### src/sv/ucla_pkg.sv
// ----------------------------------------------------------------------------
// ucla_pkg
// Shared types and constants of the UART command line assembler.
// ----------------------------------------------------------------------------
package ucla_pkg;

  localparam int unsigned LINE_CAPACITY = 192;
  localparam int unsigned STORE_DEPTH   = 2 * LINE_CAPACITY;
  localparam int unsigned STORE_AW      = $clog2(STORE_DEPTH);

  localparam int unsigned CMD_COUNT = 14;
  localparam logic [3:0]  CMD_NONE  = 4'd14;
  localparam logic [7:0]  NO_ZERO   = 8'd255;

  localparam logic [1:0] FUNC_RX      = 2'd0;
  localparam logic [1:0] FUNC_READ    = 2'd1;
  localparam logic [1:0] FUNC_RELEASE = 2'd2;

  localparam logic [1:0] END_NONE    = 2'd0;
  localparam logic [1:0] END_NEWLINE = 2'd1;
  localparam logic [1:0] END_COMMAND = 2'd2;

  localparam logic [7:0] CHAR_TAB   = 8'h09;
  localparam logic [7:0] CHAR_LF    = 8'h0A;
  localparam logic [7:0] CHAR_CR    = 8'h0D;
  localparam logic [7:0] CHAR_SPACE = 8'h20;
  localparam logic [7:0] CHAR_TILDE = 8'h7E;

  typedef struct packed {
    logic [1:0] func;
    logic [7:0] data_byte;
    logic [7:0] read_index;
  } item_t;

  typedef struct packed {
    logic        line_ready;
    logic [7:0]  line_length;
    logic [3:0]  command_id;
    logic [1:0]  line_end_kind;
    logic [7:0]  read_data;
    logic [31:0] rx_byte_count;
    logic [31:0] rx_line_count;
    logic [31:0] nonprint_count;
    logic [7:0]  current_length;
    logic [7:0]  last_received;
  } result_t;

  function automatic logic [3:0] cmd_size(input logic [3:0] k);
    logic [3:0] s;
    case (k)
      4'd0:    s = 4'd7;
      4'd1:    s = 4'd7;
      4'd2:    s = 4'd11;
      4'd3:    s = 4'd8;
      4'd4:    s = 4'd13;
      4'd5:    s = 4'd12;
      4'd6:    s = 4'd11;
      4'd7:    s = 4'd11;
      4'd8:    s = 4'd8;
      4'd9:    s = 4'd8;
      4'd10:   s = 4'd9;
      4'd11:   s = 4'd8;
      4'd12:   s = 4'd9;
      4'd13:   s = 4'd9;
      default: s = 4'd0;
    endcase
    return s;
  endfunction

  // Text is right-justified: the last character sits in the low byte.
  function automatic logic [127:0] cmd_text(input logic [3:0] k);
    logic [127:0] t;
    case (k)
      4'd0:    t = 128'("PID GET");
      4'd1:    t = 128'("ATT GET");
      4'd2:    t = 128'("ATT DEFAULT");
      4'd3:    t = 128'("ATT ZERO");
      4'd4:    t = 128'("MAG CAL START");
      4'd5:    t = 128'("MAG CAL STOP");
      4'd6:    t = 128'("SDLOG ERASE");
      4'd7:    t = 128'("PID DEFAULT");
      4'd8:    t = 128'("PID SAVE");
      4'd9:    t = 128'("PID LOAD");
      4'd10:   t = 128'("PID DEBUG");
      4'd11:   t = 128'("BOOT LOG");
      4'd12:   t = 128'("MTEST OFF");
      4'd13:   t = 128'("MTEST 0 0");
      default: t = '0;
    endcase
    return t;
  endfunction

  // Character of command k at position p, zero past its end.
  function automatic logic [7:0] cmd_char(input logic [3:0] k, input logic [3:0] p);
    logic [127:0] t;
    logic [3:0]   s;
    logic [3:0]   b;
    t = cmd_text(k);
    s = cmd_size(k);
    b = s - p - 4'd1;
    return (p < s) ? t[{b, 3'b000} +: 8] : 8'd0;
  endfunction

  function automatic logic is_blank(input logic [7:0] c);
    return (c == CHAR_SPACE) || (c >= CHAR_TAB && c <= CHAR_CR);
  endfunction

  function automatic logic [7:0] to_upper(input logic [7:0] c);
    return (c >= 8'h61 && c <= 8'h7A) ? c - 8'd32 : c;
  endfunction

endpackage

### src/sv/ucla_ram.sv
// ----------------------------------------------------------------------------
// ucla_ram
// Simple dual-port RAM, one write and one registered read per cycle.
// ----------------------------------------------------------------------------
module ucla_ram #(
  parameter int unsigned WIDTH = 8,
  parameter int unsigned DEPTH = 384
) (
  input  logic                     clk,
  input  logic                     wr_en,
  input  logic [$clog2(DEPTH)-1:0] wr_addr,
  input  logic [WIDTH-1:0]         wr_data,
  input  logic                     rd_en,
  input  logic [$clog2(DEPTH)-1:0] rd_addr,
  output logic [WIDTH-1:0]         rd_data
);

  logic [WIDTH-1:0] mem [DEPTH];

  always_ff @(posedge clk) begin
    if (wr_en) begin
      mem[wr_addr] <= wr_data;
    end
    if (rd_en) begin
      rd_data <= mem[rd_addr];
    end
  end

endmodule

### src/sv/uart_command_line_assembler.sv
// ----------------------------------------------------------------------------
// uart_command_line_assembler
// Assembles received bytes into lines, matches fixed commands, holds a line.
// ----------------------------------------------------------------------------
// One item is taken every cycle unless the input stalls. Its result passes
// through the first stage registers and then the result register. The first
// stage updates the line state, the counters and the command candidate mask,
// and issues the line store access. The second stage takes the registered
// read of the line store RAM (two banks of LINE_CAPACITY bytes) into the
// result register. A result stall holds both stages, and the input stalls
// while the first stage is occupied and the result is stalled. Reads at or
// past the held line's length return zero.
module uart_command_line_assembler (
  input  logic              clk,
  input  logic              rst,
  input  logic              item_valid,
  output logic              item_stall,
  input  ucla_pkg::item_t   item,
  output logic              result_valid,
  input  logic              result_stall,
  output ucla_pkg::result_t result
);

  localparam int unsigned AW = ucla_pkg::STORE_AW;
  localparam int unsigned NC = ucla_pkg::CMD_COUNT;

  // line state
  logic        held_bank;
  logic [7:0]  assembly_length;
  logic [7:0]  first_zero_position;
  logic [7:0]  held_length;
  logic        held_ready;
  logic [NC-1:0] candidate_mask;
  logic [3:0]  match_position;
  logic        past_leading_space;
  logic [31:0] byte_counter;
  logic [31:0] line_counter;
  logic [31:0] nonprint_counter;
  logic [7:0]  recent_byte;

  // first stage
  logic              s1_valid;
  ucla_pkg::result_t s1;
  logic              s1_read_hit;

  logic move;
  logic accept;
  assign move       = !result_valid || !result_stall;
  assign item_stall = s1_valid && !move;
  assign accept     = item_valid && !item_stall;

  logic        held_bank_next;
  logic [7:0]  assembly_length_next;
  logic [7:0]  first_zero_position_next;
  logic [7:0]  held_length_next;
  logic        held_ready_next;
  logic [NC-1:0] candidate_mask_next;
  logic [3:0]  match_position_next;
  logic        past_leading_space_next;
  logic [31:0] byte_counter_next;
  logic [31:0] line_counter_next;
  logic [31:0] nonprint_counter_next;
  logic [7:0]  recent_byte_next;
  logic [3:0]  cmd;
  logic [1:0]  kind;
  logic        read_hit;
  logic        wr_en;
  logic [AW-1:0] wr_addr;
  logic [AW-1:0] rd_addr;

  logic [7:0]  b;
  logic        newline;
  logic        blank;
  logic [7:0]  upper;
  logic [NC-1:0] mask_cmp;
  logic [NC-1:0] hit;
  logic [7:0]  stored_length;
  logic [7:0]  stored_zero;
  logic        finish;

  always_comb begin
    b       = item.data_byte;
    newline = (b == ucla_pkg::CHAR_CR) || (b == ucla_pkg::CHAR_LF);
    blank   = ucla_pkg::is_blank(b);
    upper   = ucla_pkg::to_upper(b);
    for (int k = 0; k < NC; k++) begin
      mask_cmp[k] = candidate_mask[k] &&
                    (match_position < ucla_pkg::cmd_size(4'(k))) &&
                    (ucla_pkg::cmd_char(4'(k), match_position) == upper);
      hit[k]      = mask_cmp[k] && !blank &&
                    (match_position + 4'd1 == ucla_pkg::cmd_size(4'(k)));
    end

    held_bank_next           = held_bank;
    assembly_length_next     = assembly_length;
    first_zero_position_next = first_zero_position;
    held_length_next         = held_length;
    held_ready_next          = held_ready;
    candidate_mask_next      = candidate_mask;
    match_position_next      = match_position;
    past_leading_space_next  = past_leading_space;
    byte_counter_next        = byte_counter;
    line_counter_next        = line_counter;
    nonprint_counter_next    = nonprint_counter;
    recent_byte_next         = recent_byte;
    cmd                      = ucla_pkg::CMD_NONE;
    kind                     = ucla_pkg::END_NONE;
    read_hit                 = 1'b0;
    wr_en                    = 1'b0;
    stored_length            = assembly_length + 8'd1;
    stored_zero              = first_zero_position;
    finish                   = 1'b0;

    wr_addr = held_bank ? AW'(assembly_length) : AW'(ucla_pkg::LINE_CAPACITY) +
              AW'(assembly_length);
    rd_addr = held_bank ? AW'(ucla_pkg::LINE_CAPACITY) + AW'(item.read_index) :
              AW'(item.read_index);

    unique case (item.func)
      ucla_pkg::FUNC_RX: begin
        byte_counter_next = byte_counter + 32'd1;
        recent_byte_next  = b;
        if ((b < ucla_pkg::CHAR_SPACE || b > ucla_pkg::CHAR_TILDE) && !newline &&
            b != ucla_pkg::CHAR_TAB) begin
          nonprint_counter_next = nonprint_counter + 32'd1;
        end
        if (newline) begin
          if (assembly_length != 8'd0) begin
            finish = 1'b1;
            kind   = ucla_pkg::END_NEWLINE;
          end
        end else if (assembly_length < 8'(ucla_pkg::LINE_CAPACITY - 1)) begin
          wr_en = 1'b1;
          if (b == 8'd0 && first_zero_position == ucla_pkg::NO_ZERO) begin
            stored_zero = assembly_length;
          end
          assembly_length_next     = stored_length;
          first_zero_position_next = stored_zero;
          if (past_leading_space || !blank) begin
            past_leading_space_next = 1'b1;
            candidate_mask_next     = (b == 8'd0) ? '0 : mask_cmp;
            match_position_next     = (match_position == 4'hF) ? match_position :
                                      match_position + 4'd1;
            if (b != 8'd0) begin
              for (int k = NC - 1; k >= 0; k--) begin
                if (hit[k]) begin
                  cmd = 4'(k);
                end
              end
            end
          end
          if (cmd != ucla_pkg::CMD_NONE) begin
            finish = 1'b1;
            kind   = ucla_pkg::END_COMMAND;
          end
        end else begin
          // overflow: drop the byte and the line
          assembly_length_next     = 8'd0;
          first_zero_position_next = ucla_pkg::NO_ZERO;
          candidate_mask_next      = '1;
          match_position_next      = 4'd0;
          past_leading_space_next  = 1'b0;
        end
        if (finish) begin
          held_length_next = (stored_zero != ucla_pkg::NO_ZERO) ? stored_zero :
                             (newline ? assembly_length : stored_length);
          held_ready_next          = 1'b1;
          line_counter_next        = line_counter + 32'd1;
          held_bank_next           = !held_bank;
          assembly_length_next     = 8'd0;
          first_zero_position_next = ucla_pkg::NO_ZERO;
          candidate_mask_next      = '1;
          match_position_next      = 4'd0;
          past_leading_space_next  = 1'b0;
        end
      end
      ucla_pkg::FUNC_READ: begin
        read_hit = item.read_index < held_length;
      end
      ucla_pkg::FUNC_RELEASE: begin
        held_ready_next = 1'b0;
      end
      default: begin
      end
    endcase
  end

  logic [7:0] ram_q;
  ucla_pkg::result_t s1_out;

  ucla_ram #(
    .WIDTH (8),
    .DEPTH (ucla_pkg::STORE_DEPTH)
  ) u_store (
    .clk     (clk),
    .wr_en   (accept && wr_en),
    .wr_addr (wr_addr),
    .wr_data (b),
    .rd_en   (accept),
    .rd_addr (rd_addr),
    .rd_data (ram_q)
  );

  always_comb begin
    s1_out           = s1;
    s1_out.read_data = s1_read_hit ? ram_q : 8'd0;
  end

  always_ff @(posedge clk) begin
    if (rst) begin
      held_bank           <= 1'b0;
      assembly_length     <= 8'd0;
      first_zero_position <= ucla_pkg::NO_ZERO;
      held_length         <= 8'd0;
      held_ready          <= 1'b0;
      candidate_mask      <= '1;
      match_position      <= 4'd0;
      past_leading_space  <= 1'b0;
      byte_counter        <= 32'd0;
      line_counter        <= 32'd0;
      nonprint_counter    <= 32'd0;
      recent_byte         <= 8'd0;
      s1_valid            <= 1'b0;
      result_valid        <= 1'b0;
    end else begin
      if (accept) begin
        held_bank           <= held_bank_next;
        assembly_length     <= assembly_length_next;
        first_zero_position <= first_zero_position_next;
        held_length         <= held_length_next;
        held_ready          <= held_ready_next;
        candidate_mask      <= candidate_mask_next;
        match_position      <= match_position_next;
        past_leading_space  <= past_leading_space_next;
        byte_counter        <= byte_counter_next;
        line_counter        <= line_counter_next;
        nonprint_counter    <= nonprint_counter_next;
        recent_byte         <= recent_byte_next;
      end
      if (accept) begin
        s1_valid <= 1'b1;
      end else if (move) begin
        s1_valid <= 1'b0;
      end
      if (move) begin
        result_valid <= s1_valid;
      end
    end
  end

  always_ff @(posedge clk) begin
    if (accept) begin
      s1_read_hit       <= read_hit;
      s1.line_ready     <= held_ready_next;
      s1.line_length    <= held_length_next;
      s1.command_id     <= cmd;
      s1.line_end_kind  <= kind;
      s1.read_data      <= 8'd0;
      s1.rx_byte_count  <= byte_counter_next;
      s1.rx_line_count  <= line_counter_next;
      s1.nonprint_count <= nonprint_counter_next;
      s1.current_length <= assembly_length_next;
      s1.last_received  <= recent_byte_next;
    end
    if (move && s1_valid) begin
      result <= s1_out;
    end
  end

endmodule
### config.mk
export PLATFORM = sky130hd
export DESIGN_NAME = uart_command_line_assembler
export DESIGN_NICKNAME = d
export VERILOG_FILES = /design/src/sv/ucla_pkg.sv /design/src/sv/ucla_ram.sv /design/src/sv/uart_command_line_assembler.sv
export SDC_FILE = /design/constraint.sdc
export NUM_CORES = 2
export LEC_CHECK = 0
export ABC_AREA = 1
export BUFFER_PORTS_ARGS = -buffer_cell sky130_fd_sc_hd__buf_2
export CORE_UTILIZATION = 55
export CTS_CLUSTER_DIAMETER = 100
export CTS_CLUSTER_SIZE = 30
export DETAILED_ROUTE_END_ITERATION = 12
export PLACE_DENSITY = 0.71
export SLEW_MARGIN = 20
export SYNTH_ARGS = -nofsm -noshare
export SYNTH_HDL_FRONTEND = slang
export SYNTH_SLANG_ARGS = --single-unit
### constraint.sdc
create_clock -name clk -period 24.2 [get_ports clk]
set_input_delay 3.63 -clock clk [delete_from_list [all_inputs] [get_ports clk]]
set_output_delay 3.63 -clock clk [all_outputs]
set_load 0.02 [all_outputs]
==> flow_summary.json <==
{
  "synth_nets": 11940,
  "fp-row-count": 186,
  "areaGrowthSynthToFinish_pct": 5.119,
  "routed_wl_um": 392700,
  "yosysMostFrequentCell": "edfxtp_1",
  "finalHoldViolCount": 0,
  "ant_nets": 0,
  "clock_latency_ns": 0.89,
  "die-width_um": 510.4,
  "fin_crit_ns": 9.397,
  "p_leak_uw": 0.04770,
  "root_buffer": "clkbuf_16",
  "netlist_area_mm2": 0.1422,
  "finalInstanceArea_mm2": 0.1494,
  "cp_cell_sequence": "buf_8 > buf_4 > buf_4 > buf_4 > buf_4 > buf_4 > buf_4 > o21ai_0 > o22ai_1 > nor2_1 > o32ai_1 > o21ai_0 > o22ai_1 > nor2_1 > o21ai_0",
  "drive_above_1_share_pct": 4.689,
  "ir_drop_mv": 0.05447,
  "ys_seq_area_share_pct": 72.74,
  "cts_hold_buf": 0,
  "grt_use_total_pct": 29.53,
  "synth_edf_count": 3343,
  "setup.worst_path.class": "input port to register",
  "crit_arrival_ns": 10.13,
  "cpMostUsedCell": "buf_4",
  "first_pass_iters": 7,
  "wl_met1_um": 151000,
  "clk_pin_slew_worst_paths_ns": 0.11,
  "synth_top_flop_cell": "edfxtp_1",
  "powerDensity_mw_per_mm2": 69.37,
  "crit_cells": 15,
  "fin_nets": 11580,
  "whs_ns": 0.4281,
  "wl_met2_um": 177700,
  "path_max_fanout": 93,
  "dieArea_mm2": 0.2605,
  "place_area_mm2": 0.1455,
  "worstSetupStartpointType": "input port",
  "netSwitchingPower_uw": 2421,
  "top_layer": "met5",
  "die_h_um": 510.4,
  "core_region_area_mm2": 0.2569,
  "p_int_uw": 7946,
  "yosys.area.top_type": "edfxtp_1",
  "finClkSkew_ns": 0.04034,
  "rsz0062_at_grt": "no",
  "endpoint_kind": "register",
  "wire_per_inst_um": 26.25,
  "grt_pass1_vias": 89160,
  "power_frac_seq_pct": 64.5,
  "start_util_pct": 55.33,
  "h-tree-depth": 4,
  "yosys-top-cells-count": "edfxtp_1 (3343), nor2_1 (2759), o21ai_0 (2126)",
  "cp_num_buf_inv": 7,
  "synth.avg_cell_area_um2": 11.97,
  "yosysUniqueCellTypes": 49,
  "critPathCapture": "u_store.rd_data[3]",
  "ys_ff_latch": 3494,
  "gp_congestion": 0.9324,
  "setup-tns-final_ns": 0,
  "drc": 0,
  "cts_buffers": 136,
  "max_stage_delay_ns": 0.77,
  "hpwl_um": 229800,
  "drt_iter0_markers": 15240,
  "slew_headroom_pct": 21.86,
  "port_buffers": 158,
  "yosys_warnings": 0,
  "maxCapViolations": 0,
  "syn_inst": 11880,
  "synthArstFlopShare_pct": 0,
  "vias_per_cell": 6.431,
  "r2r-end": "u_store.mem[348][3]",
  "crit_path_start": "item[0]",
  "cts_setup_buffers": 0,
  "grt_max_degree": 235,
  "r2r_cells": 14,
  "worst_pin_slew_ns": 1.168,
  "comb_power_share_pct": 7.8,
  "finalSetupViolCount": 0,
  "fmax_ghz": 0.1064,
  "antenna_found_initial": 22,
  "critPathRequiredTime_ns": 24.94,
  "yosysTopAreaCellShare_pct": 70.62,
  "r2r_setup_slack_ns": 18.38,
  "status": "completed",
  "post-route-period-util_pct": 38.83,
  "swShare_pct": 23.35,
  "cts_buffer_depth": 3,
  "postLayoutCoreUtil_pct": 58.16,
  "clkSinkCount": 3494,
  "reg2reg_from": "assembly_length[0]",
  "path_delay_family": "buffers and inverters",
  "slew_violations": 0,
  "wl_met3_um": 48370,
  "pwr-share-clk_pct": 27.6,
  "io_pins": 159,
  "netlist_top_cells_area": "edfxtp_1 (71%), o21ai_0 (7.5%), nor2_1 (7.3%), o22ai_1 (4.2%), dfxtp_1 (2.1%)",
  "cts_resized": 0,
  "fillers": 20160,
  "grt_overflow_total": 0,
  "crit_path_top_delay_cell": "buf_4",
  "vias": 96210,
  "cts_tree": "yes",
  "hold_class": "register to register",
  "grt_pass1_wl_um": 574100
}
layout make-up:
cell class                      instances  area [um2]  share of cell area (%)
Timing Repair Buffer                  301        2111                   1.413
Antenna cell                           18       45.04                 0.03014
Inverter                              380        1459                  0.9763
Tap cell                             3384        4234                   2.833
Sequential cell                      3494      103400                   69.20
Clock buffer                          169        3676                   2.460
Clock inverter                         14       177.7                  0.1189
Multi-Input combinational cell       7200       34320                   22.97
layer usage:
metal	track usage (%)	vias up
met1	40.91	47170
met2	45.19	5983
li1	-	42240
met5	0	-
met4	11.20	14
met3	7.421	805
placed cells by master (no fill, tap or decap), drive strengths merged, types with 42 or more instances in the layout:
cell | synthesis | routed
a21oi | 134 | 134
buf | 56 | 300
clkbuf | 747 | 170
dfxtp | 151 | 151
edfxtp | 3343 | 3343
ha | 42 | 42
inv | 361 | 370
nand2 | 612 | 612
nand3 | 199 | 199
nand4 | 63 | 63
nor2 | 2764 | 2764
nor3 | 45 | 45
o21ai | 2173 | 2173
o22ai | 950 | 950
o32ai | 58 | 58
xor2 | 79 | 79
kinds of logic after synthesis:
kind of cell | count (synthesis) | synth area share (%)
AND/OR/NAND/NOR | 3717 | 10.29
flip-flops | 3494 | 72.74
AO/OA/AOI/OAI | 3355 | 12.88
buffers and inverters | 1183 | 3.183
XOR/XNOR | 86 | 0.5298
adder cells (fa/ha/maj) | 42 | 0.3697
metrics by stage:
stage,power (uW),instances,setup slack (ns)
finish,10370,14960,14.80
global route,10610,14940,14.59
CTS,10350,14940,15.11
detailed placement,7614,14760,14.16
global placement,7595,14760,14.27
floorplan,7259,11880,13.38
worst min path at each step:
stage                     startpoint          end  slack (ns)  depth (start not counted)
after floorplan                s1[0]    result[0]        0.40                          0
after global placement        s1[23]   result[23]        0.40                          0
after detailed placement     s1[133]  result[133]        0.40                          0
after CTS                     s1[13]   result[13]        0.43                          0
after global routing          s1[46]   result[46]        0.43                          0
final                         s1[13]   result[13]        0.43                          0
flip-flops by register name (all words and copies together), names as in the netlist, 4 cells and up:
register             cells
u_store.mem           3072
result                 135
s1                     127
byte_counter            32
line_counter            32
nonprint_counter        32
candidate_mask          14
assembly_length          8
first_zero_position      8
held_length              8
recent_byte              8
u_store.rd_data          8
match_position           4
power by group through the flow:
stage / Clock (uW) / Sequential (uW) / Combinational [uW]
global placement: 0 / 6820 / 770
finish: 2860 / 6690 / 813
CTS: 2870 / 6690 / 790
floorplan: 0 / 6830 / 427
detailed placement: 0 / 6830 / 788
global route: 3050 / 6700 / 865
Note: power is estimated with default switching activity, not from simulation.
